==> config.mk <==
export PLATFORM = sky130hd
export DESIGN_NAME = tlik_cordic_cell
export DESIGN_NICKNAME = d
export VERILOG_FILES = /design/src/tlik_pkg.sv /design/src/tlik_cordic_cell.sv
export SDC_FILE = /design/constraint.sdc
export NUM_CORES = 2
export LEC_CHECK = 0
export ABC_AREA = 1
export BUFFER_PORTS_ARGS = -buffer_cell sky130_fd_sc_hd__buf_2
export CELL_PAD_IN_SITES_DETAIL_PLACEMENT = 0
export CELL_PAD_IN_SITES_GLOBAL_PLACEMENT = 2
export CORE_MARGIN = 4
export CORE_UTILIZATION = 28
export DETAILED_ROUTE_END_ITERATION = 12
export GPL_TIMING_DRIVEN = 0
export PLACE_DENSITY_LB_ADDON = 0.1
export RECOVER_POWER = 50
export SYNTH_ARGS = -nofsm -noshare
export SYNTH_HDL_FRONTEND = slang
export SYNTH_SLANG_ARGS = --single-unit
==> constraint.sdc <==
create_clock -name clock -period 4.7 [get_ports clock]
set_input_delay 0.47 -clock clock [delete_from_list [all_inputs] [get_ports clock]]
set_output_delay 0.47 -clock clock [all_outputs]
set_load 0.02 [all_outputs]
==> src/tlik_pkg.sv <==
// Shared constants, beat types and tables for the two-link inverse kinematics core.
// Used by every cell module and by the top level; depends on nothing else.
package tlik_pkg;

   // Output angle format and arctangent pipeline length.
   localparam int ANGLE_FRAC_BITS = 13;
   localparam int CORDIC_STAGES   = 16;
   localparam int STEP_W          = $clog2(CORDIC_STAGES);
   localparam int ROUND_SH        = 30 - ANGLE_FRAC_BITS;

   // Datapath widths.
   localparam int SCALE_W     = 33;
   localparam int DEN_W       = 33;
   localparam int CQ_W        = 31;
   localparam int SQRT_STEPS  = 31;
   localparam int SQRT_STEP_W = 5;
   localparam int RAD_W       = 61;
   localparam int CORDIC_W    = 56;
   localparam int ANGLE_W     = 34;

   localparam logic signed [ANGLE_W-1:0] HALF_PI   = 34'sd1686629713;
   localparam logic [CQ_W-1:0]           ONE_Q30   = 31'h4000_0000;
   localparam logic [18:0]               COORD_SAT = 19'h40000;

   // Register reset values.
   localparam logic [15:0] FULL_SCALE_RESET  = 16'd1000;
   localparam logic [15:0] UPPER_LINK_RESET  = 16'd22479;
   localparam logic [15:0] LOWER_LINK_RESET  = 16'd17498;

   typedef enum logic [1:0] {
      REG_FULL_SCALE_X = 2'd0,
      REG_FULL_SCALE_Y = 2'd1,
      REG_UPPER_LINK   = 2'd2,
      REG_LOWER_LINK   = 2'd3
   } reg_index_type;

   // One lane of the scaling divider: remainder and dividend/quotient shift word.
   typedef struct packed {
      logic [15:0]        rem;
      logic [SCALE_W-1:0] nq;
   } scale_lane_type;

   // Beat through the cosine divider.
   typedef struct packed {
      logic [DEN_W:0]     rem2;
      logic [CQ_W-1:0]    quo;
      logic               c_one;
      logic               neg;
      logic               unreach;
      logic [SCALE_W-1:0] xs;
      logic [SCALE_W-1:0] ys;
   } cdiv_beat_type;

   // Beat through the square root.
   typedef struct packed {
      logic [RAD_W-1:0]   v;
      logic [RAD_W-1:0]   res;
      logic signed [31:0] c;
      logic               unreach;
      logic [SCALE_W-1:0] xs;
      logic [SCALE_W-1:0] ys;
   } sqrt_beat_type;

   typedef struct packed {
      logic signed [CORDIC_W-1:0] x;
      logic signed [CORDIC_W-1:0] y;
      logic signed [ANGLE_W-1:0]  z;
   } cordic_lane_type;

   // Beat through the arctangent chain: base, elbow and link-offset vectors.
   typedef struct packed {
      cordic_lane_type base;
      cordic_lane_type elbow;
      cordic_lane_type link;
      logic            unreach;
   } cordic_beat_type;

   // Arctangent of 2^-i in Q2.30.
   function automatic logic [29:0] atan_entry(input logic [4:0] i);
      logic [29:0] a;
      case (i)
         5'd0:  a = 30'h3243F6A8;
         5'd1:  a = 30'h1DAC6705;
         5'd2:  a = 30'h0FADBAFC;
         5'd3:  a = 30'h07F56EA6;
         5'd4:  a = 30'h03FEAB76;
         5'd5:  a = 30'h01FFD55B;
         5'd6:  a = 30'h00FFFAAA;
         5'd7:  a = 30'h007FFF55;
         5'd8:  a = 30'h003FFFEA;
         5'd9:  a = 30'h001FFFFD;
         5'd10: a = 30'h000FFFFF;
         5'd11: a = 30'h0007FFFF;
         5'd12: a = 30'h0003FFFF;
         5'd13: a = 30'h0001FFFF;
         5'd14: a = 30'h0000FFFF;
         5'd15: a = 30'h00007FFF;
         5'd16: a = 30'h00003FFF;
         5'd17: a = 30'h00001FFF;
         5'd18: a = 30'h00000FFF;
         5'd19: a = 30'h000007FF;
         5'd20: a = 30'h000003FF;
         5'd21: a = 30'h000001FF;
         5'd22: a = 30'h000000FF;
         5'd23: a = 30'h0000007F;
         default: a = 30'h0;
      endcase
      return a;
   endfunction

   // Moves a vector with negative x into the right half plane.
   function automatic cordic_lane_type pre_rotate(input logic signed [CORDIC_W-1:0] y,
                                                  input logic signed [CORDIC_W-1:0] x);
      cordic_lane_type l;
      if (x < 0) begin
         if (y >= 0) begin
            l.x = y;
            l.y = -x;
            l.z = HALF_PI;
         end else begin
            l.x = -y;
            l.y = x;
            l.z = -HALF_PI;
         end
      end else begin
         l.x = x;
         l.y = y;
         l.z = '0;
      end
      return l;
   endfunction

endpackage

==> src/tlik_cordic_cell.sv <==
// One vectoring CORDIC micro-rotation cell for three independent vectors.
// Depends on tlik_pkg for the beat type and the arctangent table.
module tlik_cordic_cell import tlik_pkg::*; (
   input  logic              clock,
   input  logic              reset,
   input  logic [STEP_W-1:0] step,
   input  logic              in_valid,
   input  cordic_beat_type   in_beat,
   output logic              out_valid,
   output cordic_beat_type   out_beat
);

   logic            valid_ff, valid_in;
   cordic_beat_type beat_ff, beat_in;

   // Rotate toward the x axis by atan(2^-step).
   function automatic cordic_lane_type rotate(input cordic_lane_type l,
                                              input logic [STEP_W-1:0] i);
      logic signed [CORDIC_W-1:0] xsh;
      logic signed [CORDIC_W-1:0] ysh;
      logic signed [ANGLE_W-1:0]  a;
      cordic_lane_type            n;
      xsh = l.x >>> i;
      ysh = l.y >>> i;
      a   = $signed({4'b0, atan_entry(5'(i))});
      if (l.y > 0) begin
         n.x = l.x + ysh;
         n.y = l.y - xsh;
         n.z = l.z + a;
      end else begin
         n.x = l.x - ysh;
         n.y = l.y + xsh;
         n.z = l.z - a;
      end
      return n;
   endfunction

   always_comb begin
      valid_in      = in_valid;
      beat_in       = in_beat;
      beat_in.base  = rotate(in_beat.base, step);
      beat_in.elbow = rotate(in_beat.elbow, step);
      beat_in.link  = rotate(in_beat.link, step);
   end

   always_ff @(posedge clock) begin
      if (reset) begin
         valid_ff <= 1'b0;
      end else begin
         valid_ff <= valid_in;
      end
      beat_ff <= beat_in;
   end

   assign out_valid = valid_ff;
   assign out_beat  = beat_ff;

endmodule
==> run_results.csv <==
group,metric,value,unit
setup_path,cp.depth,22,
sta,finalSetupViolCount,11,
pwr,internal_power,13.23,mW
yosys,async_flop_share,0,%
sta,slew_violations,0,
die,die-area,0.2422,mm^2
setup_path,startpoint_type,"input port",
pwr,power_density,348.5,mW/mm^2
sta,setup_tns,-0.2657,ns
run,maxCapViolCount,0,
cts,numCtsBuffers,52,
sta,fin_crit_sh,101.8,%
yosys,avgSynthCellArea,5.620,um^2
sta,max_freq,208.9,MHz
cts,ctsHtreeMaxLevel,2,
setup_path,critical_path_buf_inv_count,5,
place,numPortBuffers,881,
final_layout,fin_nets,13700,
sta,slew_headroom,11.59,%
drt,drtIter0Drc,11490,
sta,hold_violations,0,
final_layout,area_delta_synth_final,28.04,%
pwr,p_seq_share,20.3,%
hold_path,holdCritPathClass,"input port to flip-flop",
setup_path,critPathMaxStageDelay,0.48,ns
cts,cts_tree,"built",
die,coreArea,0.2330,mm^2
setup_path,endpoint_kind,"flip-flop",
die,num_rows,177,
final_layout,multi_input_area,0.05519,mm^2
pwr,clockPowerShare,14.5,%
yosys,yosysTopAreaCell,"nand2_1",
pwr,power,29.28,mW
drt,drtPass1Iterations,9,
yosys,synth_cell_type_count,56,
setup_path,cp_top_family,"buffers and inverters",
yosys,ys_warn_count,0,
drt,ant_nets,0,
drt,routed_wl,534200,um
final_layout,fillerInstances,26840,
hold_path,hold_depth,2,
yosys,ys_ff_latch,440,
setup_path,crit_type,"input port to flip-flop",
global_route,antenna_found_initial,66,
die,ios,886,
sta,fin_crit,4.786,ns
setup_path,crit_slowest_cell,"buf_2",
drt,via_count,91230,
die,die_x,492.1,um
final_layout,final_cells,15980,
drt,post_drt_wl_per_cell,33.43,um
drt,vias_per_cell,5.709,
final_layout,post-route-util,36.06,%
sta,worstMarginPinSlew,1.322,ns
setup_path,crit_required,5.26,ns
yosys,synthTopCellsByArea,"nand2_1 21%, dfxtp_1 13%, nand3_1 9.7%",
setup_path,crit_path_max_fanout,10,
yosys,syn_area,0.06562,mm^2
setup_path,cp_data_arrival_time,5.35,ns
sta,setup_ws,-0.08633,ns
place,dp_hpwl,435500,um
cts,cts_root_buf,"clkbuf_16",
final_layout,register_area,0.008808,mm^2
pwr,leakagePower,40.12,nW
global_route,grt_pass1_wl,701500,um
yosys,synthesis.nets,12600,
global_route,grt_max_degree,17,
global_route,grt_pass1_vias,84940,
place,dpl.cell_count,15690,
place,place_congestion,1.091,
cts,clock_sinks,440,
yosys,seq_area_frac_synth,13.42,%
setup_path,crit_chain,"buf_4 -> buf_4 -> clkbuf_4 -> buf_2 -> nand3_1 -> nand2_1 -> nand2_2 -> nor2_4 -> nand2_1 -> nor2_2 -> nand3_1 -> nand2_2 -> xor2_4 -> ha_4 -> inv_1 -> o21bai_1 -> a21oi_4 -> o21ai_1 -> a221oi_2 -> o21ai_1 -> a21oi_2 -> xnor2_2",
die,die-height,492.1,um
sta,rsz0062_at_grt,"true",
die,start_util,28.16,%
final_layout,final_layout_size_suffix_gt1_share,17.69,%
yosys,syn_inst,11680,
pwr,netSwitchingFraction,54.83,%
outcome,outcome,"complete, but fails checks",
pwr,p_switching,16.05,mW
pwr,peakVddDrop,0.3889,mV
cts,cts.path.max_buffers,3,
pwr,p_comb_share,65.2,%
yosys,synth_top_area_share,21.27,%
yosys,ys.flop_type,"dfxtp_1",
global_route,grt_usage,41.62,%
cts,clk_pin_slew,0.06,ns
yosys,synth_edf_count,0,
outcome,violations,"setup timing",
drt,drc,0,
global_route,overflow,0,
==> metrics by stage <==
| stage | cell area [um^2] | setup slack (ns) | hold slack (ns) |
|---|---|---|---|
| floorplan | 65620 | 0.05414 | 0.4977 |
| global placement | 73940 | -4.352 | 0.5748 |
| detailed placement | 74030 | -3.188 | 0.5775 |
| CTS | 79910 | -0.09554 | 0.02319 |
| global route | 83960 | -0.1064 | 0.05445 |
| finish | 84020 | -0.08633 | 0.05578 |
==> synth_stat cells, types with 99 or more instances <==
cell      instances
nand2_1        3718
nand3_1        1275
inv_1          1225
nor2_1         1181
a21oi_1         643
xor2_1          484
ha_1            466
dfxtp_1         440
o21ai_0         419
xnor2_1         200
o21ai_1         138
o211ai_1        124
buf_2           121
nand4_1         106
nor3_1          103
a31oi_1          99
==> final timing paths <==
kind  slack [ns]    startpoint                     to
max        -0.09       step[3]  out_beat[433]$_DFF_P_
min         0.06  in_beat[148]  out_beat[148]$_DFF_P_
==> kinds of logic (layout without fill, tap and decap cells) <==
logic type | after synthesis | in the layout | synth area share, %
adder cells (fa/ha/maj) | 475 | 475 | 9.160
buffers and inverters | 1638 | 2784 | 10.17
other | 0 | 27 | 0
XOR/XNOR | 684 | 684 | 9.130
multiplexers | 6 | 6 | 0.09153
AND/OR/NAND/NOR | 6678 | 6678 | 42.58
AO/OA/AOI/OAI | 1754 | 1754 | 15.45
flip-flops | 440 | 440 | 13.42
==> layout make-up <==
class,count,area share [%]
timing repair buffer,1050,6.387
inverter,1271,5.725
clock inverter,31,0.3961
buffer,367,4.844
multi-input combinational,9597,65.69
clock buffer,65,1.726
tap,3132,4.664
antenna,27,0.08042
sequential,440,10.48
==> state kept, by name (all words and copies together) (netlist names) <==
name	cells
out_beat	439
out_valid	1
==> power groups by stage <==
stage	Clock, mW	Combinational (mW)	Sequential [mW]
after detailed placement	0	17.4	5.94
after CTS	4.36	18.2	5.90
after global routing	4.51	20.2	6.08
final	4.25	19.1	5.94
after global placement	0	17.5	5.90
after floorplan	0	8.26	8.04
==> cell usage in the layout (no fill, tap or decap), types with 52 or more instances in the layout <==
| master | synthesis | routed |
|---|---|---|
| dfxtp_1 | 440 | 440 |
| buf_12 | 0 | 52 |
| inv_2 | 39 | 52 |
| nor3_1 | 103 | 72 |
| clkbuf_16 | 0 | 59 |
| o21ai_1 | 138 | 181 |
| nand4_1 | 106 | 106 |
| xor2_1 | 484 | 463 |
| a31oi_1 | 99 | 87 |
| or2_1 | 62 | 61 |
| ha_1 | 466 | 378 |
| a21o_1 | 56 | 52 |
| nor2_1 | 1181 | 975 |
| o21a_1 | 52 | 52 |
| o21ai_2 | 17 | 82 |
| buf_6 | 37 | 61 |
| nand3_1 | 1275 | 1237 |
| a21oi_2 | 11 | 130 |
| inv_1 | 1225 | 1207 |
| nor2_2 | 54 | 181 |
| nor2_4 | 11 | 90 |
| a21oi_1 | 643 | 504 |
| nand2_1 | 3718 | 3426 |
| nand2_2 | 22 | 272 |
| buf_4 | 21 | 206 |
| clkbuf_1 | 95 | 438 |
| o211ai_1 | 124 | 124 |
| buf_2 | 121 | 492 |
| o21ai_0 | 419 | 298 |
| xnor2_1 | 200 | 194 |
==> repair_timing <==
item / CTS / global route
hold endpoints to repair: 3 / 0
resized for setup: 1174 / 1092
pin swaps: 84 / 172
cloned: 0 / 4
setup buffers: 81 / 78
endpoints found under the setup margin: 416 / 204
hold buffers: 4 / 0
==> metal layers <==
metal,GRT usage (%),wire (um),vias to the layer above
li1,-,-,40410
met1,54.10,219800,43640
met2,60.09,212300,5785
met3,11.82,59430,1384
met4,26.18,42640,12
met5,0,90,-
Power figures use the tool's default switching activity.
