==> src/tlik_pkg.sv <==
// Shared constants, beat types and tables for the two-link inverse kinematics core.
// Used by every cell module and by the top level; depends on nothing else.
package tlik_pkg;

   // Output angle format and arctangent pipeline length.
   localparam int ANGLE_FRAC_BITS = 13;
   localparam int CORDIC_STAGES   = 16;
   localparam int STEP_W          = $clog2(CORDIC_STAGES);
   localparam int ROUND_SH        = 30 - ANGLE_FRAC_BITS;

   // Datapath widths.
   localparam int SCALE_W     = 33;
   localparam int DEN_W       = 33;
   localparam int CQ_W        = 31;
   localparam int SQRT_STEPS  = 31;
   localparam int SQRT_STEP_W = 5;
   localparam int RAD_W       = 61;
   localparam int CORDIC_W    = 56;
   localparam int ANGLE_W     = 34;

   localparam logic signed [ANGLE_W-1:0] HALF_PI   = 34'sd1686629713;
   localparam logic [CQ_W-1:0]           ONE_Q30   = 31'h4000_0000;
   localparam logic [18:0]               COORD_SAT = 19'h40000;

   // Register reset values.
   localparam logic [15:0] FULL_SCALE_RESET  = 16'd1000;
   localparam logic [15:0] UPPER_LINK_RESET  = 16'd22479;
   localparam logic [15:0] LOWER_LINK_RESET  = 16'd17498;

   typedef enum logic [1:0] {
      REG_FULL_SCALE_X = 2'd0,
      REG_FULL_SCALE_Y = 2'd1,
      REG_UPPER_LINK   = 2'd2,
      REG_LOWER_LINK   = 2'd3
   } reg_index_type;

   // One lane of the scaling divider: remainder and dividend/quotient shift word.
   typedef struct packed {
      logic [15:0]        rem;
      logic [SCALE_W-1:0] nq;
   } scale_lane_type;

   // Beat through the cosine divider.
   typedef struct packed {
      logic [DEN_W:0]     rem2;
      logic [CQ_W-1:0]    quo;
      logic               c_one;
      logic               neg;
      logic               unreach;
      logic [SCALE_W-1:0] xs;
      logic [SCALE_W-1:0] ys;
   } cdiv_beat_type;

   // Beat through the square root.
   typedef struct packed {
      logic [RAD_W-1:0]   v;
      logic [RAD_W-1:0]   res;
      logic signed [31:0] c;
      logic               unreach;
      logic [SCALE_W-1:0] xs;
      logic [SCALE_W-1:0] ys;
   } sqrt_beat_type;

   typedef struct packed {
      logic signed [CORDIC_W-1:0] x;
      logic signed [CORDIC_W-1:0] y;
      logic signed [ANGLE_W-1:0]  z;
   } cordic_lane_type;

   // Beat through the arctangent chain: base, elbow and link-offset vectors.
   typedef struct packed {
      cordic_lane_type base;
      cordic_lane_type elbow;
      cordic_lane_type link;
      logic            unreach;
   } cordic_beat_type;

   // Arctangent of 2^-i in Q2.30.
   function automatic logic [29:0] atan_entry(input logic [4:0] i);
      logic [29:0] a;
      case (i)
         5'd0:  a = 30'h3243F6A8;
         5'd1:  a = 30'h1DAC6705;
         5'd2:  a = 30'h0FADBAFC;
         5'd3:  a = 30'h07F56EA6;
         5'd4:  a = 30'h03FEAB76;
         5'd5:  a = 30'h01FFD55B;
         5'd6:  a = 30'h00FFFAAA;
         5'd7:  a = 30'h007FFF55;
         5'd8:  a = 30'h003FFFEA;
         5'd9:  a = 30'h001FFFFD;
         5'd10: a = 30'h000FFFFF;
         5'd11: a = 30'h0007FFFF;
         5'd12: a = 30'h0003FFFF;
         5'd13: a = 30'h0001FFFF;
         5'd14: a = 30'h0000FFFF;
         5'd15: a = 30'h00007FFF;
         5'd16: a = 30'h00003FFF;
         5'd17: a = 30'h00001FFF;
         5'd18: a = 30'h00000FFF;
         5'd19: a = 30'h000007FF;
         5'd20: a = 30'h000003FF;
         5'd21: a = 30'h000001FF;
         5'd22: a = 30'h000000FF;
         5'd23: a = 30'h0000007F;
         default: a = 30'h0;
      endcase
      return a;
   endfunction

   // Moves a vector with negative x into the right half plane.
   function automatic cordic_lane_type pre_rotate(input logic signed [CORDIC_W-1:0] y,
                                                  input logic signed [CORDIC_W-1:0] x);
      cordic_lane_type l;
      if (x < 0) begin
         if (y >= 0) begin
            l.x = y;
            l.y = -x;
            l.z = HALF_PI;
         end else begin
            l.x = -y;
            l.y = x;
            l.z = -HALF_PI;
         end
      end else begin
         l.x = x;
         l.y = y;
         l.z = '0;
      end
      return l;
   endfunction

endpackage

==> src/tlik_cdiv_cell.sv <==
// One quotient-bit cell of the cosine divider (Q1.30 magnitude of num / den).
// Depends on tlik_pkg for the beat type and widths.
module tlik_cdiv_cell import tlik_pkg::*; (
   input  logic             clock,
   input  logic             reset,
   input  logic             in_valid,
   input  cdiv_beat_type    in_beat,
   input  logic [DEN_W-1:0] den,
   output logic             out_valid,
   output cdiv_beat_type    out_beat
);

   logic          valid_ff, valid_in;
   cdiv_beat_type beat_ff, beat_in;
   logic          ge;
   logic [DEN_W:0] diff;

   // The incoming remainder is already doubled; compare, subtract, double again.
   always_comb begin
      valid_in     = in_valid;
      beat_in      = in_beat;
      ge           = in_beat.rem2 >= {1'b0, den};
      diff         = ge ? in_beat.rem2 - {1'b0, den} : in_beat.rem2;
      beat_in.rem2 = {diff[DEN_W-1:0], 1'b0};
      beat_in.quo  = {in_beat.quo[CQ_W-2:0], ge};
   end

   always_ff @(posedge clock) begin
      if (reset) begin
         valid_ff <= 1'b0;
      end else begin
         valid_ff <= valid_in;
      end
      beat_ff <= beat_in;
   end

   assign out_valid = valid_ff;
   assign out_beat  = beat_ff;

endmodule

==> config.mk <==
export PLATFORM = sky130hd
export DESIGN_NAME = tlik_cdiv_cell
export DESIGN_NICKNAME = d
export VERILOG_FILES = /design/src/tlik_pkg.sv /design/src/tlik_cdiv_cell.sv
export SDC_FILE = /design/constraint.sdc
export NUM_CORES = 1
export LEC_CHECK = 0
export ABC_AREA = 1
export BUFFER_PORTS_ARGS = -buffer_cell sky130_fd_sc_hd__buf_2
export CORE_MARGIN = 5
export CORE_UTILIZATION = 41
export CTS_CLUSTER_DIAMETER = 100
export DETAILED_ROUTE_END_ITERATION = 12
export GPL_TIMING_DRIVEN = 1
export PLACE_DENSITY = 0.85
export SYNTH_ARGS = -nofsm -noshare
export SYNTH_HDL_FRONTEND = slang
export SYNTH_SLANG_ARGS = --single-unit
==> constraint.sdc <==
create_clock -name clock -period 1.7 [get_ports clock]
set_input_delay 0.17 -clock clock [delete_from_list [all_inputs] [get_ports clock]]
set_output_delay 0.17 -clock clock [all_outputs]
set_load 0.02 [all_outputs]
==> flow_summary.toml, run 1 <==
[run_status]
status = "completed"

[layout]
fillers = 1118
area_growth_pct = 69.0
nets = 1534
drive_above_1_share = 0.337
post-route-util = 0.702

[clock_network]
cts_htree_levels = 4
post_cts_buffers = 0
cts-buffers-inserted = 17
cts.sinks = 134
path_clk_slew_ps = 60
cts.path.max_buffers = 2
cts_root_buffer = "clkbuf_16"
cts_tree = "done"

[drt]
vias = 7158
vias_per_cell = 4.68
first_iter_violations = 468
drc_errors = 0
ant_nets = 0
routed_wirelength_um = 26100
firstDrtPassIters = 6
routedWlPerCell_um = 17.1

[sta]
post-route-period-util = 0.952
max_freq_ghz = 0.618
rsz0062_at_grt = "no"
finalWorstSetupSlack_ps = 82.2
fin_crit_ps = 1620
hold_viol = 0
slew_viol_final = 0
finalSetupViolCount = 0
setup_tns_ps = 0

[worst_setup_path]
path_cells = "buf_2 -> ha_1 -> nand2_1 -> inv_1 -> nand2_1 -> nor3_1 -> nand2_1 -> nand2_1 -> nand2_1 -> nand2_1 -> nand2_1 -> nand3_2 -> nand2_1"
critical_path.top_delay_family = "simple AND/OR/NAND/NOR gates"
worst_path_largest_cell_delay_ps = 350
crit_buf_inv = 2
worstPathArrival_ps = 1930
critPathKind = "input port to flop"
cp_max_fo = 4
crit_top_cell = "nand2_1"
critPathCaptureType = "flop"
crit_slowest_cell = "ha_1"
startpoint_type = "input port"
worstSetupPathDepth = 13
critPathRequiredTime_ps = 2010

[worst_hold_path]
min_from = "in_beat[122]"
holdCritPathClass = "input port to flop"
min_to = "out_beat[123]$_DFF_P_"
min_path_cells = 3

[grt]
track_usage = 0.299
grt_max_degree = 17
met1_usage = 0.369
met2_usage = 0.515
gr-max-usage-layer = "met2"
grt_pass1_vias = 7159
grt_first_pass_wirelength_um = 40700
overflow = 0
grt_util_met3 = 0.0615
antenna_found_initial = 2

[placed_design]
io_buffers = 302
dp_slack_ps = -330
place_congestion = 0.937
dp_hpwl_um = 18700

[yosys]
seq_area_frac_synth = 0.446
yosys_most_used_dff = "dfxtp_1"
syn_inst = 817
post_synth_num_cell_types = 34
synth_top_area_share = 0.446
synth_warnings = 0
synth_commonest_cells = "292 x nand2_1, 157 x inv_1, 134 x dfxtp_1"
syn-num-nets = 1021
yosysMostFrequentCell = "nand2_1"
syn_area_um2 = 6010
avgSynthCellArea_um2 = 7.36
synthArstFlopShare = 0
synth_largest_area_cell = "dfxtp_1"
synth-edff-count = 0
yosys-top-cells-area = "dfxtp_1 45%, nand2_1 18%, inv_1 9.8%"
ys_ff_latch = 134

[floorplan]
die_area_um2 = 17200
die_w_um = 131
initial_core_util = 0.415
rows = 44
ios = 305
core-area_um2 = 14500
die_h_um = 131

[pwr]
seqPwrFrac = 0.352
p_int_mw = 6.93
pwr_density_cell_nw_per_um2 = 983
switchingPower_mw = 3.05
clkPwrFrac = 0.388
p_leak_nw = 5.81
p_sw_frac = 0.305
ir_drop_mv = 0.754
pwr-share-comb = 0.260
totalPowerFinal_mw = 9.98

[flow_run]
maxCapViolations = 0
[area by class of cell]
cell class / count / area, µm² / area share
clock inverter: 12 / 165 / 0.0163
inverter: 158 / 593 / 0.0584
antenna: 2 / 5.00 / 0.000493
sequential: 134 / 2680 / 0.264
multi-input combinational: 515 / 2670 / 0.263
clock buffer: 19 / 453 / 0.0446
tap: 184 / 230 / 0.0227
timing repair buffer: 504 / 3360 / 0.331
[stage by stage]
step | std cells | area [µm²] | hold slack [ps]
finish | 1528 | 10200 | 18.7
CTS | 1526 | 10100 | 0.275
global route | 1528 | 10200 | 24.4
floorplan | 817 | 6010 | 198
global placement | 1376 | 8340 | 273
detailed placement | 1376 | 8340 | 274
[how the worst max path moves through the flow]
stage | start | endpoint | slack, ps
2_1_floorplan | in_beat[100] | out_beat[126]$_DFF_P_ | 20
3_3_place_gp | in_beat[100] | out_beat[129]$_DFF_P_ | -240
3_5_place_dp | in_beat[100] | out_beat[129]$_DFF_P_ | -330
4_1_cts | in_beat[100] | out_beat[129]$_DFF_P_ | 120
5_1_grt | den[3] | out_beat[122]$_DFF_P_ | 9
6_report | in_beat[108] | out_beat[128]$_DFF_P_ | 80
[kinds of logic (layout without fill, tap and decap cells)]
group,after synthesis,in the layout,share of synthesized area
compound gates,25,25,0.0227
other cells,1,3,0.000624
fa+ha+maj,34,34,0.0720
flops,134,134,0.446
buf+inv,168,693,0.112
simple gates,441,441,0.326
xor+xnor,14,14,0.0204
[state kept, by name, indices dropped and copies added, names as in the netlist]
register   cells
out_beat     133
out_valid      1
[routing by layer]
metal  wire length, µm  vias to the layer above
met3              1790                       63
met4               827                        0
met2             13000                      339
met5                 0                        -
met1             10500                     3259
li1                  -                     3497
[cell usage in the layout, fill, tap and decap left out, types with 20 or more instances in the layout]
| cell | count |
|---|---|
| a21oi_1 | 20 |
| buf_2 | 302 |
| buf_4 | 80 |
| dfxtp_1 | 134 |
| dlygate4sd3_1 | 119 |
| ha_1 | 33 |
| inv_1 | 157 |
| nand2_1 | 291 |
| nand3_1 | 51 |
| nor2_1 | 40 |
[tightest hold or removal path, cell delays in order]
cell and delay (ps):
buf_2 100, nand3_1 80, nand2_1 60
[power by group through the flow]
stage	logic, mW	registers [mW]	clock network [mW]
after floorplan	0.911	3.94	0
after global placement	2.26	3.57	0
after detailed placement	2.30	3.57	0
after CTS	2.54	3.50	3.91
after global routing	2.81	3.53	4.05
final	2.60	3.51	3.87
[timing repair]
action | CTS | global route
endpoints found under the hold margin | 118 | 0
gates resized for setup | 0 | 3
endpoints found under the setup margin | 0 | 6
hold buffers | 119 | 0
(Power assumes the default switching activity.)
==> inputs of run 2 (changes only) <==
--- a/config.mk
+++ b/config.mk
@@ -11,7 +11,6 @@
 export CORE_UTILIZATION = 41
 export CTS_CLUSTER_DIAMETER = 100
 export DETAILED_ROUTE_END_ITERATION = 12
-export GPL_TIMING_DRIVEN = 1
 export PLACE_DENSITY = 0.85
 export SYNTH_ARGS = -nofsm -noshare
 export SYNTH_HDL_FRONTEND = slang
==> constraint.sdc (replaced) <==
create_clock -name clock -period 1.7 [get_ports clock]
set_input_delay 0 -clock clock [delete_from_list [all_inputs] [get_ports clock]]
set_output_delay 0 -clock clock [all_outputs]
set_load 0.02 [all_outputs]
==> run 2 against run 1 <==
Net effect: first-iteration DRC count down 19%; final area is 2.8% lower; critical path type unchanged; critical endpoint is now out_beat[129]$_DFF_P_; largest cell class unchanged; routed wire length shrank 0.52%; count of clock-buffer cells in the layout stayed put; the run now ends with negative hold slack left; worst hold slack lost 31 ps.
==> flow_summary.toml, run 2 (same netlist as run 1, synthesis figures left out) <==
[run_status]
status = "complete, but fails checks"
violations = "negative hold slack"

[grt]
grt_max_degree = 36
grt_first_pass_wirelength_um = 40900
overflow = 0
antenna_found_initial = 2
track_usage = 0.300
grt_pass1_vias = 7229

[pwr]
pwr_density_cell_nw_per_um2 = 984
ir_drop_mv = 0.766
p_leak_nw = 5.61

[sta]
fin_crit_ps = 1430
setup_tns_ps = 0
max_freq_ghz = 0.702
hold_viol = 1
slew_viol_final = 0
post-route-period-util = 0.839
whs_ps = -12.2
finalSetupViolCount = 0
rsz0062_at_grt = "no"

[worst_setup_path]
crit_slowest_cell = "fa_1"
critPathRequiredTime_ps = 2010
critPathCaptureType = "flop"
worst_path_largest_cell_delay_ps = 410
startpoint_type = "input port"
crit_top_cell = "nand2_1"
path_cells = "buf_2 -> inv_1 -> ha_1 -> inv_1 -> fa_1 -> nand2_1 -> nand2_1 -> nand3_1 -> nand2_1 -> nand2_1 -> nand2_1 -> nand2_1 -> nand3b_1 -> nand3_2 -> nand2_1"
critPathKind = "input port to flop"
cp_max_fo = 4
worstPathArrival_ps = 1740

[clock_network]
post_cts_buffers = 0
cts_htree_levels = 4
cts.sinks = 134
path_clk_slew_ps = 70
cts.path.max_buffers = 2
cts_root_buffer = "clkbuf_16"
cts-buffers-inserted = 17
cts_tree = "done"

[drt]
routedWlPerCell_um = 17.4
first_iter_violations = 380
ant_nets = 0
vias_per_cell = 4.67
routed_wirelength_um = 26000
firstDrtPassIters = 5
drc_errors = 0
vias = 6972

[layout]
nets = 1501
area_growth_pct = 64.3
largest_register_ffs = 133
mostFrequentLayoutCells = "302 x buf_2, 292 x nand2_1, 157 x inv_1"
final_area_um2 = 9880
drive_above_1_share = 0.304
post-route-util = 0.682
fin_cells = 1494
final_common_cell = "buf_2"

[worst_hold_path]
min_to = "out_beat[102]$_DFF_P_"
min_from = "in_beat[101]"
holdCritPathClass = "input port to flop"
min_path_cells = 4

[floorplan]
die_w_um = 131
initial_core_util = 0.415
die_h_um = 131
ios = 305
core-area_um2 = 14500
die_area_um2 = 17200
rows = 44

[placed_design]
place_congestion = 0.943
io_buffers = 302
dp_hpwl_um = 18200
place_inst = 1327
post_dp_cell_area_um2 = 7930

[flow_run]
maxCapViolations = 0
-- run 2: cell types whose count changed in the layout (fill, tap and decap cells not counted), moves of 2 or more --
cell           before  now
inv_6               5    3
clkinv_2            0    2
buf_12              3    0
dlygate4sd3_1     119  135
buf_4              80   34
-- run 2: cell type report --
class	count	area (µm²)
inverter	158	593
multi-input combinational	515	2660
clock inverter	11	150
sequential	134	2680
timing repair buffer	471	3120
antenna	2	5.00
fill	1171	4600
clock buffer	19	443
tap	184	230
-- run 2: worst max path at each step --
stage | start | end | slack (ps) | cells past startpoint
3_5_place_dp | in_beat[100] | out_beat[121]$_DFF_P_ | -110 | 15
6_report | in_beat[100] | out_beat[129]$_DFF_P_ | 270 | 15
4_1_cts | in_beat[100] | out_beat[121]$_DFF_P_ | 330 | 15
3_3_place_gp | in_beat[100] | out_beat[121]$_DFF_P_ | -70 | 15
5_1_grt | den[23] | out_beat[132]$_DFF_P_ | 120 | 13
2_1_floorplan | in_beat[100] | out_beat[126]$_DFF_P_ | 190 | 13
-- run 2: routing by layer --
layer	global-route usage	up-vias	wire length (µm)
met5	0	-	0
met2	0.515	296	12700
met1	0.353	3171	10400
met3	0.0742	77	1790
li1	-	3428	-
met4	0.139	0	1210
-- run 2: worst max-delay path, delay by kind of cell --
kind | cells | cell delay [ps]
buffers and inverters | 3 | 210
adder cells (fa/ha/maj) | 2 | 550
AND/OR/NAND/NOR | 10 | 980
-- run 2: where the power goes --
part           switching [mW]  total, mW  internal, mW
logic                    1.45       2.44         0.984
clock network            1.43       3.77          2.34
registers              0.0890       3.52          3.43
total                    2.97       9.72          6.75
-- run 2: timing repair --
| action | CTS | global route |
|---|---|---|
| endpoints found under the hold margin | 133 | 1 |
| gates resized for setup | 0 | 0 |
| hold buffers | 134 | 1 |
-- run 2: per-stage QoR --
stage               power (mW)  hold WS (ps)  setup slack (ps)
floorplan                 4.85          27.7               190
global placement          5.66           102             -70.6
detailed placement        5.69           104              -115
CTS                       9.68          -139               326
global route              10.1          16.0               125
finish                    9.72         -12.2               275
