--- config.mk ---
export PLATFORM = sky130hd
export DESIGN_NAME = tlik_sqrt_cell
export DESIGN_NICKNAME = d
export VERILOG_FILES = /design/src/tlik_pkg.sv /design/src/tlik_sqrt_cell.sv
export SDC_FILE = /design/constraint.sdc
export NUM_CORES = 1
export LEC_CHECK = 0
export BUFFER_PORTS_ARGS = -buffer_cell sky130_fd_sc_hd__buf_2
export CAP_MARGIN = 30
export CORE_MARGIN = 2
export CORE_UTILIZATION = 35
export CTS_BUF_LIST = sky130_fd_sc_hd__clkbuf_4 sky130_fd_sc_hd__clkbuf_8 sky130_fd_sc_hd__clkbuf_16
export DETAILED_ROUTE_END_ITERATION = 10
export PLACE_DENSITY_LB_ADDON = 0.08
export SYNTH_ARGS = -nofsm -noshare
export SYNTH_HDL_FRONTEND = slang
export SYNTH_SLANG_ARGS = --single-unit
--- constraint.sdc ---
create_clock -name clock -period 8.58 [get_ports clock]
set_clock_uncertainty 0.2 [all_clocks]
set_input_delay 0.858 -clock clock [delete_from_list [all_inputs] [get_ports clock]]
set_output_delay 0.858 -clock clock [all_outputs]
set_load 0.01 [all_outputs]
--- src/tlik_pkg.sv ---
// Shared constants, beat types and tables for the two-link inverse kinematics core.
// Used by every cell module and by the top level; depends on nothing else.
package tlik_pkg;

   // Output angle format and arctangent pipeline length.
   localparam int ANGLE_FRAC_BITS = 13;
   localparam int CORDIC_STAGES   = 16;
   localparam int STEP_W          = $clog2(CORDIC_STAGES);
   localparam int ROUND_SH        = 30 - ANGLE_FRAC_BITS;

   // Datapath widths.
   localparam int SCALE_W     = 33;
   localparam int DEN_W       = 33;
   localparam int CQ_W        = 31;
   localparam int SQRT_STEPS  = 31;
   localparam int SQRT_STEP_W = 5;
   localparam int RAD_W       = 61;
   localparam int CORDIC_W    = 56;
   localparam int ANGLE_W     = 34;

   localparam logic signed [ANGLE_W-1:0] HALF_PI   = 34'sd1686629713;
   localparam logic [CQ_W-1:0]           ONE_Q30   = 31'h4000_0000;
   localparam logic [18:0]               COORD_SAT = 19'h40000;

   // Register reset values.
   localparam logic [15:0] FULL_SCALE_RESET  = 16'd1000;
   localparam logic [15:0] UPPER_LINK_RESET  = 16'd22479;
   localparam logic [15:0] LOWER_LINK_RESET  = 16'd17498;

   typedef enum logic [1:0] {
      REG_FULL_SCALE_X = 2'd0,
      REG_FULL_SCALE_Y = 2'd1,
      REG_UPPER_LINK   = 2'd2,
      REG_LOWER_LINK   = 2'd3
   } reg_index_type;

   // One lane of the scaling divider: remainder and dividend/quotient shift word.
   typedef struct packed {
      logic [15:0]        rem;
      logic [SCALE_W-1:0] nq;
   } scale_lane_type;

   // Beat through the cosine divider.
   typedef struct packed {
      logic [DEN_W:0]     rem2;
      logic [CQ_W-1:0]    quo;
      logic               c_one;
      logic               neg;
      logic               unreach;
      logic [SCALE_W-1:0] xs;
      logic [SCALE_W-1:0] ys;
   } cdiv_beat_type;

   // Beat through the square root.
   typedef struct packed {
      logic [RAD_W-1:0]   v;
      logic [RAD_W-1:0]   res;
      logic signed [31:0] c;
      logic               unreach;
      logic [SCALE_W-1:0] xs;
      logic [SCALE_W-1:0] ys;
   } sqrt_beat_type;

   typedef struct packed {
      logic signed [CORDIC_W-1:0] x;
      logic signed [CORDIC_W-1:0] y;
      logic signed [ANGLE_W-1:0]  z;
   } cordic_lane_type;

   // Beat through the arctangent chain: base, elbow and link-offset vectors.
   typedef struct packed {
      cordic_lane_type base;
      cordic_lane_type elbow;
      cordic_lane_type link;
      logic            unreach;
   } cordic_beat_type;

   // Arctangent of 2^-i in Q2.30.
   function automatic logic [29:0] atan_entry(input logic [4:0] i);
      logic [29:0] a;
      case (i)
         5'd0:  a = 30'h3243F6A8;
         5'd1:  a = 30'h1DAC6705;
         5'd2:  a = 30'h0FADBAFC;
         5'd3:  a = 30'h07F56EA6;
         5'd4:  a = 30'h03FEAB76;
         5'd5:  a = 30'h01FFD55B;
         5'd6:  a = 30'h00FFFAAA;
         5'd7:  a = 30'h007FFF55;
         5'd8:  a = 30'h003FFFEA;
         5'd9:  a = 30'h001FFFFD;
         5'd10: a = 30'h000FFFFF;
         5'd11: a = 30'h0007FFFF;
         5'd12: a = 30'h0003FFFF;
         5'd13: a = 30'h0001FFFF;
         5'd14: a = 30'h0000FFFF;
         5'd15: a = 30'h00007FFF;
         5'd16: a = 30'h00003FFF;
         5'd17: a = 30'h00001FFF;
         5'd18: a = 30'h00000FFF;
         5'd19: a = 30'h000007FF;
         5'd20: a = 30'h000003FF;
         5'd21: a = 30'h000001FF;
         5'd22: a = 30'h000000FF;
         5'd23: a = 30'h0000007F;
         default: a = 30'h0;
      endcase
      return a;
   endfunction

   // Moves a vector with negative x into the right half plane.
   function automatic cordic_lane_type pre_rotate(input logic signed [CORDIC_W-1:0] y,
                                                  input logic signed [CORDIC_W-1:0] x);
      cordic_lane_type l;
      if (x < 0) begin
         if (y >= 0) begin
            l.x = y;
            l.y = -x;
            l.z = HALF_PI;
         end else begin
            l.x = -y;
            l.y = x;
            l.z = -HALF_PI;
         end
      end else begin
         l.x = x;
         l.y = y;
         l.z = '0;
      end
      return l;
   endfunction

endpackage

--- src/tlik_sqrt_cell.sv ---
// One result-bit cell of the digit-by-digit integer square root.
// Depends on tlik_pkg for the beat type and widths.
module tlik_sqrt_cell import tlik_pkg::*; (
   input  logic                   clock,
   input  logic                   reset,
   input  logic [SQRT_STEP_W-1:0] step,
   input  logic                   in_valid,
   input  sqrt_beat_type          in_beat,
   output logic                   out_valid,
   output sqrt_beat_type          out_beat
);

   logic             valid_ff, valid_in;
   sqrt_beat_type    beat_ff, beat_in;
   logic [5:0]       sh;
   logic [RAD_W-1:0] bitv;
   logic [RAD_W:0]   trial;
   logic             ge;

   // Trial bit is 4^(last step - step); keep it when the radicand covers it.
   always_comb begin
      valid_in = in_valid;
      beat_in  = in_beat;
      sh       = 6'(2 * (SQRT_STEPS - 1)) - {step, 1'b0};
      bitv     = RAD_W'(1) << sh;
      trial    = {1'b0, in_beat.res} + {1'b0, bitv};
      ge       = {1'b0, in_beat.v} >= trial;
      if (ge) begin
         beat_in.v   = in_beat.v - trial[RAD_W-1:0];
         beat_in.res = (in_beat.res >> 1) + bitv;
      end else begin
         beat_in.res = in_beat.res >> 1;
      end
   end

   always_ff @(posedge clock) begin
      if (reset) begin
         valid_ff <= 1'b0;
      end else begin
         valid_ff <= valid_in;
      end
      beat_ff <= beat_in;
   end

   assign out_valid = valid_ff;
   assign out_beat  = beat_ff;

endmodule

==> flow_metrics.py, run 1 <==
metrics = {
    "run_status": {
        "status": "completed",
    },
    "critical_path": {
        "cp-end-kind": "flop",
        "worstPathArrival_ns": 7.63,
        "slowest_stage": "a211oi_1",
        "cp_max_fo": 60,
        "crit_path_max_incr_delay_ns": 0.41,
        "critPathLaunchType": "input port",
        "cp.required_ns": 8.81,
        "worstSetupPathType": "in -> reg",
    },
    "drt": {
        "wl_met2_microns": 25400,
        "met3_length_microns": 3470,
        "wire_per_inst_microns": 20.6,
        "route.detailed.drc": 0,
        "wl_met1_microns": 26100,
        "drtAntennaViolNets": 0,
        "viasPerCell": 5.27,
        "num_vias": 14500,
        "top_layer_used": "met5",
        "dr.pass1.iters": 5,
        "drtIter0Drc": 830,
        "wl_microns": 56400,
    },
    "logic_synthesis": {
        "synthSimpleGateAreaFrac": 0.189,
        "synth_edf_count": 0,
        "async_reset_ff_frac": 0,
        "postSynthCellCount": 1769,
        "yosysWarnings": 0,
        "synth_top_family_by_area": "compound AO/OA/AOI/OAI gates",
        "yosysTopAreaCell": "dfxtp_1",
        "syn-num-nets": 2121,
        "muxShareOfSynthArea": 0.00468,
        "synth_seq_cells": 222,
        "yosys.area_share.adder": 0.108,
        "yosysSeqAreaShare": 0.308,
        "synth_area_sq_um": 14400,
        "synth.area.top_cells": "dfxtp_1 31%, ha_1 11%, nand2_1 5.9%, xor2_1 5.7%, o21ai_0 5.4%",
        "synth_xor_area_frac": 0.107,
        "ys_types": 86,
        "synth-compound-area-share": 0.244,
        "synthFlopType": "dfxtp_1",
        "synth_top_cell_area_share": 0.308,
        "avgSynthCellArea_sq_um": 8.16,
    },
    "die": {
        "die-height_microns": 207,
        "die_w_microns": 207,
        "initial_core_util": 0.354,
        "rows": 74,
        "io-pin-count": 451,
        "floorplan.core_area_sq_um": 40700,
        "die_area_sq_um": 42900,
    },
    "sta": {
        "tns_ns": 0,
        "rsz0062_at_grt": "false",
        "tightest_slew_ns": 0.925,
        "relSlewSlack": 0.379,
        "period_needed_ns": 7.40,
        "finalHoldViolations": 0,
        "drv_slew": 0,
        "finalCritPeriodShare": 0.862,
        "whs_ns": 0.207,
        "setup_viol": 0,
        "fmax_ghz": 0.135,
        "setup_ws_ns": 1.18,
    },
    "min_path": {
        "whs_path_depth": 1,
        "holdCritStartpoint": "in_beat[53]",
        "holdPathEnd": "out_beat[53]",
        "hold_class": "in -> reg",
    },
    "final_layout": {
        "fill_cells": 4243,
        "area_delta_synth_final_pct": 24.2,
        "final_cell_mix": "450 x buf_2, 226 x nand2_1, 222 x dfxtp_1",
        "mostFrequentLayoutCell": "buf_2",
        "regArea_sq_um": 4440,
        "drive_above_1_share": 0.249,
        "final_cells": 2743,
        "multi_input_area_sq_um": 9420,
        "nets": 2538,
    },
    "placement": {
        "dp_hpwl_microns": 47600,
        "dpl.cell_count": 2690,
        "dp_slack_ns": 0.696,
        "port_buffers": 450,
        "routabilityCongestion": 0.914,
    },
    "clock_network": {
        "cts_sinks": 222,
        "holdBufCountCts": 0,
        "cts_made_buffers": 26,
        "cts_resized": 0,
        "cts_root_buffer": "clkbuf_16",
        "cts_tree": "built",
        "cts.path.max_buffers": 3,
        "clkSlewWorstSetupHoldPaths_ns": 0.06,
        "postCtsSetupRepairBufs": 0,
        "cts_max_level": 1,
    },
    "pwr": {
        "max-vdd-ir-drop_uv": 133,
        "powerDensity_nw_per_um2": 180,
        "leakage_nw": 8.21,
    },
    "grt": {
        "overflow": 0,
        "grt_util_all_layers": 0.253,
        "grt_pass1_wl_microns": 85100,
        "grt_start_max_net_pins": 76,
        "grt_pass1_vias": 14000,
        "antenna_found_initial": 12,
    },
    "run": {
        "timing.max_cap.violations": 0,
    },
}
sequential cells by signal (all words and copies together) (netlist names):
name	flops
out_beat	221
out_valid	1
worst max-delay path: cells and delay by family:
family | cells | cell delay, ns
buffers and inverters | 3 | 0.80
and+or+nand+nor | 9 | 1.43
AOI/OAI and AO/OA | 13 | 3.30
adders and majority gates | 2 | 0.72
xor gates and xnor gates | 2 | 0.45
worst max path at each step:
stage                        from             to  slack, ns
after floorplan           step[0]  out_beat[195]       1.93
after global placement    step[0]  out_beat[150]       0.84
after detailed placement  step[0]  out_beat[146]       0.70
after CTS                 step[0]  out_beat[148]       1.28
after global routing      step[0]  out_beat[148]       0.65
final                     step[0]  out_beat[146]       1.18
synth_stat cells (18+ instances only):
| library cell | count |
|---|---|
| a21o_1 | 37 |
| nand4_1 | 42 |
| ha_1 | 122 |
| o21bai_1 | 27 |
| a31oi_1 | 60 |
| nand3_1 | 37 |
| xnor2_1 | 82 |
| nor2b_1 | 19 |
| nor3_1 | 18 |
| xor2_1 | 94 |
| nor2_1 | 126 |
| clkbuf_1 | 49 |
| dfxtp_1 | 222 |
| and2_1 | 21 |
| o21ai_0 | 156 |
| nand2_1 | 226 |
| and3_1 | 25 |
| a21oi_1 | 106 |
| inv_1 | 42 |
through the flow:
step,utilization,power (mW),area [sq um]
CTS,0.440,3.27,17900
finish,0.440,3.23,17900
global placement,0.418,2.14,17000
global route,0.440,3.41,17900
floorplan,-,1.78,14400
detailed placement,0.418,2.14,17000
routing by layer:
metal / GRT usage / up-vias
met5: 0 / -
met4: 0.0707 / 8
met3: 0.0443 / 68
met2: 0.408 / 500
li1: - / 7250
met1: 0.346 / 6638
logic make-up (layout without fill, tap and decap cells):
family                   after synthesis  in the layout
multiplexers                           6              6
AO/OA/AOI/OAI                        549            549
flip-flops                           222            222
adder cells (fa/ha/maj)              125            125
buffers and inverters                114            549
other                                  0              7
AND/OR/NAND/NOR                      577            577
XOR/XNOR                             176            176
cell type report:
class / instances / share of cell area
timing repair buffer: 461 / 0.132
multi-input combinational: 1433 / 0.525
clock inverter: 9 / 0.00461
clock buffer: 37 / 0.0436
inverter: 42 / 0.00879
sequential: 222 / 0.248
tap: 532 / 0.0371
antenna: 7 / 0.000977
report_power, final:
group          switching (mW)  leakage, nW  internal, mW  total (mW)
clock                   0.449        0.430         0.663        1.11
sequential             0.0360         1.87          1.15        1.19
combinational           0.575         5.91         0.358       0.934
Power figures use the tool's default switching activity.
==> inputs of run 2 (changes only) <==
--- a/config.mk
+++ b/config.mk
@@ -12,6 +12,7 @@
 export CTS_BUF_LIST = sky130_fd_sc_hd__clkbuf_4 sky130_fd_sc_hd__clkbuf_8 sky130_fd_sc_hd__clkbuf_16
 export DETAILED_ROUTE_END_ITERATION = 10
 export PLACE_DENSITY_LB_ADDON = 0.08
+export RECOVER_POWER = 50
 export SYNTH_ARGS = -nofsm -noshare
 export SYNTH_HDL_FRONTEND = slang
 export SYNTH_SLANG_ARGS = --single-unit
==> run 2 against run 1 <==
Against the previous run:
- flip-flop and latch count did not move
- clock power barely moved
- clock-buffer cell count did not move
- hold slack got worse by 0.00077 ns
- critical path depth did not move
- non-clock buffer count did not move
- combinational power fell by 2%
- via count rose by 0.41%
- maximum frequency fell by 0.16%
- critical endpoint unchanged
==> flow_metrics.py, run 2 (synthesized netlist as in run 1, its figures left out) <==
metrics = {
    "run_status": {
        "status": "completed",
    },
    "critical_path": {
        "cp-end-kind": "flop",
        "cp_max_fo": 60,
        "worstSetupPathType": "in -> reg",
        "cp.required_ns": 8.81,
        "slowest_stage": "a211oi_1",
        "worstPathArrival_ns": 7.64,
        "crit_path_max_incr_delay_ns": 0.40,
        "critPathLaunchType": "input port",
    },
    "final_layout": {
        "area_delta_synth_final_pct": 23.1,
        "fill_cells": 4304,
        "nets": 2538,
        "largest_register_ffs": 221,
        "fin_util": 0.436,
        "drive_above_1_share": 0.191,
        "final_cell_mix": "323 x buf_2, 226 x nand2_1, 222 x dfxtp_1",
        "mostFrequentLayoutCell": "buf_2",
    },
    "die": {
        "rows": 74,
        "die_w_microns": 207,
        "io-pin-count": 451,
        "initial_core_util": 0.354,
        "die_area_sq_um": 42900,
        "die-height_microns": 207,
        "floorplan.core_area_sq_um": 40700,
    },
    "min_path": {
        "hold_class": "in -> reg",
    },
    "sta": {
        "finalCritPeriodShare": 0.864,
        "relSlewSlack": 0.397,
        "setup_viol": 0,
        "finalHoldViolations": 0,
        "tns_ns": 0,
        "rsz0062_at_grt": "false",
        "tightest_slew_ns": 0.898,
        "period_needed_ns": 7.41,
        "fmax_ghz": 0.135,
        "drv_slew": 0,
    },
    "clock_network": {
        "postCtsSetupRepairBufs": 0,
        "cts_sinks": 222,
        "cts_root_buffer": "clkbuf_16",
        "cts_tree": "built",
        "cts_made_buffers": 26,
        "cts.path.max_buffers": 3,
        "clkSlewWorstSetupHoldPaths_ns": 0.06,
        "holdBufCountCts": 0,
        "cts_resized": 0,
        "cts_max_level": 1,
    },
    "grt": {
        "grt_pass1_vias": 14000,
        "antenna_found_initial": 12,
        "grt_util_all_layers": 0.253,
        "grt_pass1_wl_microns": 85100,
        "grt_start_max_net_pins": 76,
        "overflow": 0,
    },
    "pwr": {
        "leakage_nw": 7.85,
        "max-vdd-ir-drop_uv": 132,
        "powerDensity_nw_per_um2": 181,
    },
    "placement": {
        "dp_hpwl_microns": 47600,
        "routabilityCongestion": 0.914,
        "port_buffers": 450,
    },
    "drt": {
        "wl_microns": 56600,
        "drtIter0Drc": 820,
        "dr.pass1.iters": 5,
        "viasPerCell": 5.29,
        "route.detailed.drc": 0,
        "drtAntennaViolNets": 0,
        "num_vias": 14500,
        "wire_per_inst_microns": 20.6,
    },
    "run": {
        "timing.max_cap.violations": 0,
    },
}
run 2: critical path: cells and delay by family:
family | cells | cell delay, ns
AO/OA/AOI/OAI | 13 | 3.30
AND/OR/NAND/NOR | 9 | 1.44
buffers and inverters | 3 | 0.80
adder cells (fa/ha/maj) | 2 | 0.72
XOR/XNOR | 2 | 0.45
run 2: through the flow:
stage / setup WS, ns / std cells / area [sq um] / hold slack (ns) / total power [mW]
floorplan: 1.93 / 1769 / 14400 / 0.686 / 1.78
global placement: 0.838 / 2690 / 17000 / 0.761 / 2.14
detailed placement: 0.696 / 2690 / 17000 / 0.762 / 2.14
CTS: 1.28 / 2736 / 17900 / 0.180 / 3.27
global route: 0.651 / 2740 / 17800 / 0.187 / 3.39
finish: 1.17 / 2743 / 17800 / 0.207 / 3.22
run 2: cell type report:
type                            count  area [sq um]  area share
Antenna cell                        7          17.5    0.000986
Clock buffer                       37           782      0.0440
Clock inverter                      9          82.6     0.00465
Inverter                           42           158     0.00887
Multi-Input combinational cell   1433          9420       0.530
Sequential cell                   222          4440       0.250
Tap cell                          532           666      0.0375
Timing Repair Buffer              461          2200       0.124
run 2: where the power goes:
| group | internal, mW | leakage [nW] | switching (mW) |
|---|---|---|---|
| Clock | 0.663 | 0.430 | 0.450 |
| Combinational | 0.340 | 5.55 | 0.577 |
| Sequential | 1.15 | 1.87 | 0.0380 |
run 2: worst paths after layout:
kind / to / depth (start not counted) / start / slack, ns
setup / recovery: out_beat[146] / 29 / step[0] / 1.17
hold / removal: out_beat[29] / 1 / in_beat[29] / 0.21
run 2: routing by layer:
metal | routed length, microns | GRT usage
met5 | 34 | 0
met4 | 1440 | 0.0707
met2 | 25400 | 0.408
met1 | 26400 | 0.346
met3 | 3270 | 0.0443
